<file path="src/design/nif_pkg.sv">
package nif_pkg;

	// Frame shape.
	localparam int DATA_BITS = 32;
	localparam int KEY_W     = 32;
	localparam int DUR_W     = 15;
	localparam int MARGIN_W  = 10;
	localparam int TARGET_W  = 14;
	localparam int POS_W     = 7;

	localparam logic [POS_W-1:0] POS_MAX  = {POS_W{1'b1}};
	// Position just past the last data space; a complete data frame has one more duration.
	localparam logic [POS_W-1:0] DATA_END = POS_W'(2 + 2 * DATA_BITS);

	// Nominal durations in microseconds.
	localparam logic [TARGET_W-1:0] LEADER_MARK  = TARGET_W'(9000);
	localparam logic [TARGET_W-1:0] REPEAT_SPACE = TARGET_W'(2250);
	localparam logic [TARGET_W-1:0] DATA_SPACE   = TARGET_W'(4500);
	localparam logic [TARGET_W-1:0] BIT_MARK     = TARGET_W'(560);
	localparam logic [TARGET_W-1:0] ONE_SPACE    = TARGET_W'(1690);
	localparam logic [TARGET_W-1:0] ZERO_SPACE   = TARGET_W'(560);

	localparam logic [MARGIN_W-1:0] MARGIN_RESET = MARGIN_W'(200);

	// Register map.
	localparam int ADDR_W = 3;
	localparam logic REG_MATCH_MARGIN = 1'b0;

	// Queue between the classifier and the frame sequencer.
	localparam int QUEUE_DEPTH = 4;
	localparam int QPTR_W      = $clog2(QUEUE_DEPTH);
	localparam int QCNT_W      = $clog2(QUEUE_DEPTH + 1);

	typedef struct packed {
		logic [DUR_W-1:0] duration;
		logic             frame_end;
	} item_t;

	typedef struct packed {
		logic             frame_ok;
		logic             is_repeat;
		logic [KEY_W-1:0] key_code;
	} result_t;

	typedef struct packed {
		logic leader;
		logic rpt_space;
		logic data_space;
		logic bit_mark;
		logic one_space;
		logic zero_space;
	} match_t;

	typedef struct packed {
		match_t match;
		logic   frame_end;
	} class_t;

	function automatic logic in_window(
		input logic [DUR_W-1:0]    d,
		input logic [TARGET_W-1:0] target,
		input logic [MARGIN_W-1:0] margin
	);
		logic [DUR_W-1:0] t;
		logic [DUR_W-1:0] m;
		logic [DUR_W-1:0] lo;
		logic [DUR_W-1:0] hi;
		t  = DUR_W'(target);
		m  = DUR_W'(margin);
		lo = (t > m) ? (t - m) : '0;
		hi = t + m;
		return (d >= lo) && (d <= hi);
	endfunction

endpackage

</file>
<file path="src/design/nif_front.sv">
module nif_front import nif_pkg::*; (
	input  logic [MARGIN_W-1:0] margin,
	input  item_t               item,
	output class_t              cls
);

	// Every window is checked at once; the sequencer picks the one its position needs.
	always_comb begin
		cls.frame_end        = item.frame_end;
		cls.match.leader     = in_window(item.duration, LEADER_MARK, margin);
		cls.match.rpt_space  = in_window(item.duration, REPEAT_SPACE, margin);
		cls.match.data_space = in_window(item.duration, DATA_SPACE, margin);
		cls.match.bit_mark   = in_window(item.duration, BIT_MARK, margin);
		cls.match.one_space  = in_window(item.duration, ONE_SPACE, margin);
		cls.match.zero_space = in_window(item.duration, ZERO_SPACE, margin);
	end

endmodule

</file>
<file path="src/design/nif_queue.sv">
module nif_queue import nif_pkg::*; (
	input  logic   clk,
	input  logic   arst_n,
	input  logic   wr_en,
	input  class_t wr_data,
	output logic   full,
	input  logic   rd_en,
	output logic   rd_valid,
	output class_t rd_data
);

	class_t              mem_q [QUEUE_DEPTH];
	logic [QPTR_W-1:0]   wr_ptr_q;
	logic [QPTR_W-1:0]   rd_ptr_q;
	logic [QCNT_W-1:0]   count_q;

	assign full     = (count_q == QCNT_W'(QUEUE_DEPTH));
	assign rd_valid = (count_q != '0);
	assign rd_data  = mem_q[rd_ptr_q];

	always_ff @(posedge clk) begin
		if (wr_en) begin
			mem_q[wr_ptr_q] <= wr_data;
		end
	end

	always_ff @(posedge clk or negedge arst_n) begin
		if (!arst_n) begin
			wr_ptr_q <= '0;
			rd_ptr_q <= '0;
			count_q  <= '0;
		end else begin
			if (wr_en) begin
				wr_ptr_q <= wr_ptr_q + QPTR_W'(1);
			end
			if (rd_en) begin
				rd_ptr_q <= rd_ptr_q + QPTR_W'(1);
			end
			if (wr_en && !rd_en) begin
				count_q <= count_q + QCNT_W'(1);
			end else if (rd_en && !wr_en) begin
				count_q <= count_q - QCNT_W'(1);
			end
		end
	end

	a_count_bound: assert property (@(posedge clk) disable iff (!arst_n)
		count_q <= QCNT_W'(QUEUE_DEPTH))
		else $error("classification queue count beyond depth");

	a_no_read_empty: assert property (@(posedge clk) disable iff (!arst_n)
		rd_en |-> count_q != '0)
		else $error("sequencer took from an empty classification queue");

endmodule

</file>
<file path="src/design/nif_back.sv">
module nif_back import nif_pkg::*; (
	input  logic    clk,
	input  logic    arst_n,
	input  logic    cls_valid,
	input  class_t  cls,
	output logic    cls_take,
	output logic    empty,
	input  logic    pop,
	output result_t result
);

	logic [POS_W-1:0]     pos_q;
	logic [DATA_BITS-1:0] shift_q;
	logic                 failed_q;
	logic                 rpt_q;

	logic [POS_W-1:0]     pos_d;
	logic [DATA_BITS-1:0] shift_d;
	logic                 failed_d;
	logic                 rpt_d;
	logic                 frame_ok;
	logic                 res_full;
	logic                 res_wr;
	logic                 res_rd;
	result_t              res_new;

	result_t              res_mem_q [2];
	logic                 res_wr_ptr_q;
	logic                 res_rd_ptr_q;
	logic [1:0]           res_cnt_q;

	assign res_full = (res_cnt_q == 2'd2);
	assign cls_take = cls_valid && (!cls.frame_end || !res_full);
	assign res_wr   = cls_take && cls.frame_end;
	assign res_rd   = pop && (res_cnt_q != '0);
	assign empty    = (res_cnt_q == '0);
	assign result   = res_mem_q[res_rd_ptr_q];

	always_comb begin
		shift_d  = shift_q;
		failed_d = failed_q;
		rpt_d    = rpt_q;
		if (!failed_q && !rpt_q) begin
			if (pos_q == '0) begin
				failed_d = !cls.match.leader;
			end else if (pos_q == POS_W'(1)) begin
				if (cls.match.rpt_space) begin
					rpt_d = 1'b1;
				end else if (!cls.match.data_space) begin
					failed_d = 1'b1;
				end
			end else if (pos_q < DATA_END) begin
				if (!pos_q[0]) begin
					failed_d = !cls.match.bit_mark;
				end else if (cls.match.one_space) begin
					shift_d = {shift_q[DATA_BITS-2:0], 1'b1};
				end else if (cls.match.zero_space) begin
					shift_d = {shift_q[DATA_BITS-2:0], 1'b0};
				end else begin
					failed_d = 1'b1;
				end
			end
		end
		pos_d = (pos_q < POS_MAX) ? pos_q + POS_W'(1) : pos_q;

		frame_ok          = rpt_d || (!failed_d && pos_q >= DATA_END);
		res_new.frame_ok  = frame_ok;
		res_new.is_repeat = rpt_d;
		res_new.key_code  = (frame_ok && !rpt_d) ? KEY_W'(shift_d) : '0;
	end

	always_ff @(posedge clk or negedge arst_n) begin
		if (!arst_n) begin
			pos_q    <= '0;
			shift_q  <= '0;
			failed_q <= 1'b0;
			rpt_q    <= 1'b0;
		end else if (cls_take) begin
			if (cls.frame_end) begin
				pos_q    <= '0;
				shift_q  <= '0;
				failed_q <= 1'b0;
				rpt_q    <= 1'b0;
			end else begin
				pos_q    <= pos_d;
				shift_q  <= shift_d;
				failed_q <= failed_d;
				rpt_q    <= rpt_d;
			end
		end
	end

	always_ff @(posedge clk) begin
		if (res_wr) begin
			res_mem_q[res_wr_ptr_q] <= res_new;
		end
	end

	always_ff @(posedge clk or negedge arst_n) begin
		if (!arst_n) begin
			res_wr_ptr_q <= 1'b0;
			res_rd_ptr_q <= 1'b0;
			res_cnt_q    <= '0;
		end else begin
			if (res_wr) begin
				res_wr_ptr_q <= !res_wr_ptr_q;
			end
			if (res_rd) begin
				res_rd_ptr_q <= !res_rd_ptr_q;
			end
			if (res_wr && !res_rd) begin
				res_cnt_q <= res_cnt_q + 2'd1;
			end else if (res_rd && !res_wr) begin
				res_cnt_q <= res_cnt_q - 2'd1;
			end
		end
	end

	a_frame_restart: assert property (@(posedge clk) disable iff (!arst_n)
		res_wr |=> pos_q == '0 && !failed_q && !rpt_q)
		else $error("frame state not cleared after frame end");

	a_repeat_ok: assert property (@(posedge clk) disable iff (!arst_n)
		!empty && result.is_repeat |-> result.frame_ok && result.key_code == '0)
		else $error("repeat result without success or with a key code");

	a_res_bound: assert property (@(posedge clk) disable iff (!arst_n)
		res_cnt_q <= 2'd2)
		else $error("result queue count beyond depth");

endmodule

</file>
<file path="src/design/nec_ir_frame_decoder.sv">
// NEC infrared frame decoder. Each input beat carries one measured mark or
// space duration in microseconds (marks at even positions of the frame) and
// a flag on the last duration of the frame. Every duration is compared with
// its nominal value plus or minus the match_margin register (byte address 0,
// reset 200). A 9000 leader mark followed by a 2250 space is a repeat frame;
// followed by a 4500 space it starts 32 bits of 560 mark plus a 560 (zero)
// or 1690 (one) space, first bit most significant. On the flagged duration
// one result beat leaves with frame_ok, is_repeat and key_code (zero unless
// a complete data frame decoded). The block takes one duration per cycle while
// full is low. A beat is classified against all windows as it is pushed and
// waits in a four-entry queue; the frame sequencer then consumes one entry per
// cycle unless stalled and writes frame results into a two-entry result queue.
// The only stall comes from that result queue: while it holds two untaken results,
// a frame-end duration waits in front of the sequencer, and full rises once the
// classification queue has filled behind it. A pushed duration is registered in
// the classification queue, its frame result in the result queue. Configuration
// writes complete in the usual setup and access cycles, with pready tied high.
module nec_ir_frame_decoder import nif_pkg::*; (
	input  logic              clk,
	input  logic              arst_n,

	input  logic              psel,
	input  logic              penable,
	input  logic              pwrite,
	input  logic [ADDR_W-1:0] paddr,
	input  logic [31:0]       pwdata,
	output logic [31:0]       prdata,
	output logic              pready,

	input  logic              push,
	output logic              full,
	input  item_t             item,

	output logic              empty,
	input  logic              pop,
	output result_t           result
);

	logic [MARGIN_W-1:0] margin_q;
	logic                cfg_wr;
	logic                in_fire;
	class_t              cls_in;
	class_t              cls_out;
	logic                cls_valid;
	logic                cls_take;

	// The register index is the word address; only register zero exists.
	assign pready = 1'b1;
	assign cfg_wr = psel && penable && pwrite && (paddr[2] == REG_MATCH_MARGIN);
	assign prdata = (paddr[2] == REG_MATCH_MARGIN) ? 32'(margin_q) : '0;

	always_ff @(posedge clk or negedge arst_n) begin
		if (!arst_n) begin
			margin_q <= MARGIN_RESET;
		end else if (cfg_wr) begin
			margin_q <= pwdata[MARGIN_W-1:0];
		end
	end

	assign in_fire = push && !full;

	// Front: window comparisons against the current margin.
	nif_front u_front (
		.margin (margin_q),
		.item   (item),
		.cls    (cls_in)
	);

	// Decouples classification from the frame sequencer.
	nif_queue u_queue (
		.clk      (clk),
		.arst_n   (arst_n),
		.wr_en    (in_fire),
		.wr_data  (cls_in),
		.full     (full),
		.rd_en    (cls_take),
		.rd_valid (cls_valid),
		.rd_data  (cls_out)
	);

	// Back: frame position, bit collection and the result queue.
	nif_back u_back (
		.clk       (clk),
		.arst_n    (arst_n),
		.cls_valid (cls_valid),
		.cls       (cls_out),
		.cls_take  (cls_take),
		.empty     (empty),
		.pop       (pop),
		.result    (result)
	);

endmodule
</file>
<file path="config.mk">
export PLATFORM = sky130hd
export DESIGN_NAME = nec_ir_frame_decoder
export DESIGN_NICKNAME = d
export VERILOG_FILES = /design/src/design/nif_pkg.sv /design/src/design/nif_front.sv /design/src/design/nif_queue.sv /design/src/design/nif_back.sv /design/src/design/nec_ir_frame_decoder.sv
export SDC_FILE = /design/constraint.sdc
export NUM_CORES = 1
export LEC_CHECK = 0
export ABC_AREA = 1
export BUFFER_PORTS_ARGS = -buffer_cell sky130_fd_sc_hd__buf_2
export CAP_MARGIN = 10
export CORE_MARGIN = 4
export CORE_UTILIZATION = 25
export CTS_BUF_LIST = sky130_fd_sc_hd__clkbuf_8
export DETAILED_ROUTE_END_ITERATION = 7
export GPL_TIMING_DRIVEN = 0
export PLACE_DENSITY_LB_ADDON = 0.12
export SLEW_MARGIN = 20
export SYNTH_ARGS = -nofsm -noshare
export SYNTH_HDL_FRONTEND = slang
export SYNTH_SLANG_ARGS = --single-unit
</file>
<file path="constraint.sdc">
create_clock -name clk -period 3.85 [get_ports clk]
set_clock_uncertainty 0.15 [all_clocks]
set_input_delay 0.385 -clock clk [delete_from_list [all_inputs] [get_ports clk]]
set_output_delay 0.385 -clock clk [all_outputs]
set_load 0.02 [all_outputs]
</file>
==> impl_results.md <==
* Hold WS at around 0.047 ns
* Via count at approximately 9.3k
* Post-synthesis sequential element count at 154
* Pwr/cell area at 666 nW/um^2
* Total wire length at 33600 um
* Share of cells above drive strength 1 at 12.9%
* CP cell instances: clkbuf_4 -> clkinv_4 -> ha_1 -> a21oi_1 -> inv_1 -> a21oi_2 -> o21ai_1 -> o21ai_1 -> inv_1 -> ha_1 -> nand3_1 -> nor2_2 -> nand2_1 -> nand3_1 -> nor2_2 -> nand3_1 -> nand2_1 -> inv_1
* Number of placed instances with taps included at 2095
* First-pass GRT wire length at 52400 um
* Clk buf depth at 2
* CTS root buf: clkbuf_8
* Compound-Gate Fraction of Synth Area at approximately 8.8%
* Detail-routed via count per cell at 4.34
* Min Tclk post-route at 3.65 ns
* Critical path peak fanout at 10
* Die area at 48300 um^2
* Final ANT Viol Nets at 0
* Asr flop ratio synth at between 40% and 50%
* Sequential fraction of the synthesis area at approximately 38%
* Die Ht at around 220 um
* Slew at the pin closest to its max-slew limit at about 0.8 ns
* Yosys warns at 0
* Dpl hpwl at 25800 um
* Die W at 220 um
* Fmax at around 0.27 GHz
* Worst Path Arrival at 3.70 ns
* Total track usage at 14.0%
* Synthesis-to-layout area growth at 16.6%
* Skew-Pair Late Insertion Delay at between 0.4 and 0.5 ns
* Max-Cap Viols at 0
* Hold crit path type: input port to register
* Final Setup Violations at 0
* Largest net degree at the start of global routing at 37
* Finished Layout Cells at 2142
* # rows at 77
* Post-Synth Simple-Gate Area at 24.5%
* Global route overflow at 0
* Port Buffers at 79
* Gate count of the mapped netlist at 1400
* Fin nets at between 1.5k and 2k
* XOR/XNOR Fraction of Synth Area at 4.45%
* # clock sinks at 154
* Status: complete, no violations
* CP peak stage delay at 0.57 ns
* Post-Syn Area at around 11000 um^2
* Avg Synthesized Cell Area at 8.01 um^2
* H-tree Lvls at 4
* CTS tree: built
* Final Slew Violations at 0
* DRC Markers at 0
* Startpoint Class: register
* Worst-path clk slew at 0.10 ns
* DR WL/cell at approximately 16 um
* Largest family of logic cells by synthesized area: simple AND/OR/NAND/NOR gates
* Core box area at approximately 44000 um^2
* CP Capture Type: register
* # fillers at 4842
* Synth Area in Adders at 15.1%
* Leakage power at just over 6 nW
* Register area at 4320 um^2
* Vias in the first global route at 9270
* Peak supply drop at 0.256 mV
* WS Path Type: register to register
* Initial antenna violation count at 0
* Initial DRC count at 456
* Final hold vios at 0
* Multiplexer share of the synthesized area at 0%
* Max-slew headroom at 45.4%
* IO Pins at 127
* Area of the multi-input gates at between 6000 and 7000 um^2
* Number of distinct library cells after synthesis at 43
* EDFF count, synth at 92
* CP required at between 3 and 4 ns
* Routability Congestion at 0.793
* TritonCTS Buffers at 17
* Starting Density at 25.3%
* ANT cells at 0
* Final period utilization at 94.8%
* Slowest CP cell: dfstp_2
* RSZ-0062 raised after global routing: no
* Ys flop type: edfxtp_1
* Pre-Repair DR Iteration Count at 5
[per-stage QoR]
step,TNS (ns),utilization (%),worst slack [ns],total power (W),instance area [um^2]
floorplan,0,-,0.490,0.00598,11300
global placement,-92.05,28.1,-1.23,0.00754,12400
detailed placement,-9.55,28.3,-0.857,0.00761,12500
CTS,0,29.4,0.0223,0.00888,13000
global route,0,29.5,0.00320,0.00958,13100
finish,0,29.5,0.201,0.00872,13100
[layout by cell type, fill, tap and decap left out, types with 27 or more instances in the layout]
| cell type | count |
|---|---|
| buf_4 | 27 |
| ha_1 | 134 |
| dfrtp_1 | 57 |
| a21oi_1 | 89 |
| nor2_1 | 113 |
| o21ai_1 | 35 |
| buf_2 | 88 |
| nand3_1 | 87 |
| edfxtp_1 | 92 |
| xor2_1 | 53 |
| nand2_1 | 389 |
| inv_1 | 137 |
| o21ai_0 | 35 |
[metal layers]
metal / global-route usage [%] / routed length, um
met1: 19.6 / 16700
met2: 23.3 / 15700
met3: 1.78 / 812
met4: 2.81 / 326
met5: 0 / 0
[final cells by class]
cell class	count	area share (%)
clock inverters	15	1.08
repair buffers	96	4.57
flip-flops and latches	154	33.0
clock buffers	17	1.79
well taps	592	5.66
inverters	146	4.27
plain buffers	67	3.23
multi-input cells	1055	46.4
[power by group]
group	switching, W	leakage, nW	internal (W)
Combinational	0.00338	4.28	0.00156
Clock	0.000679	0.186	0.000523
Sequential	0.000230	1.66	0.00235
Total	0.00429	6.13	0.00443
[registers in the layout, summed over array words and instances, names as in the netlist]
register / flops
u_back.pos_q: 7
u_queue.count_q: 3
u_back.res_wr_ptr_q: 1
u_back.shift_q: 32
u_queue.rd_ptr_q: 2
u_queue.wr_ptr_q: 2
u_back.rpt_q: 1
u_back.res_mem_q: 68
u_queue.mem_q: 24
margin_q: 10
u_back.res_rd_ptr_q: 1
u_back.failed_q: 1
u_back.res_cnt_q: 2
[kinds of logic after synthesis]
family	after synthesis
adders and majority gates	135
DFF	154
other	2
and+or+nand+nor	657
buffers and inverters	213
xor gates and xnor gates	57
AOI/OAI and AO/OA	182
[Yosys cell counts (all sizes together), types with 2 or more instances]
cell type  instances  area, um^2
a21o               2        15.0
a21oi             91         459
a31oi              2        27.5
buf               49         350
clkbuf            18        67.6
clkinv             5        18.8
conb               2        7.51
dfrtp             59        1480
dfstp              3        78.8
edfxtp            92        2760
ha               134        1680
inv              141         529
nand2            396        1510
nand3             90         468
nand3b             6        45.0
nand4             15        93.8
nor2             124         480
nor3              16        80.1
nor4               6        37.5
o211ai             4        30.0
o21a               5        37.5
o21ai             71         367
o21bai             2        15.0
o31ai              4        30.0
or2                3        18.8
xnor2              4        35.0
xor2              53         464
[timing repair]
item,CTS,global route
hold endpoints to repair,39,0
setup buffers,0,3
pin swaps,1,2
endpoints found under the setup margin,20,20
gates resized for setup,16,4
cloned,0,1
hold buffers,11,0
[critical path, delay by kind of cell (launching register included)]
| family | cells | cell delay (ns) |
|---|---|---|
| flops | 1 | 0.57 |
| fa+ha+maj | 2 | 0.53 |
| simple gates | 7 | 0.73 |
| buf+inv | 5 | 0.59 |
| compound gates | 4 | 0.82 |
[path summary, 6_finish.rpt]
kind                                                startpoint                        endpoint  slack [ns]  cells past startpoint
worst max-delay path                   margin_q[3]$_DFFE_PN1P_   u_queue.mem_q[3][4]$_DFFE_PP_        0.20                     18
worst min-delay path                                 pwdata[5]         margin_q[5]$_DFFE_PN0P_        0.05                      3
worst max register to register         margin_q[3]$_DFFE_PN1P_   u_queue.mem_q[3][4]$_DFFE_PP_        0.20                     18
worst min register to register  u_back.shift_q[15]$_DFFE_PN0P_  u_back.shift_q[15]$_DFFE_PN0P_        0.34                      2
max in group asynchronous                               arst_n         margin_q[3]$_DFFE_PN1P_        2.68                      3
min in group asynchronous                               arst_n  u_back.shift_q[18]$_DFFE_PN0P_        0.25                      2
No activity file was read; power rests on OpenSTA's default activity.
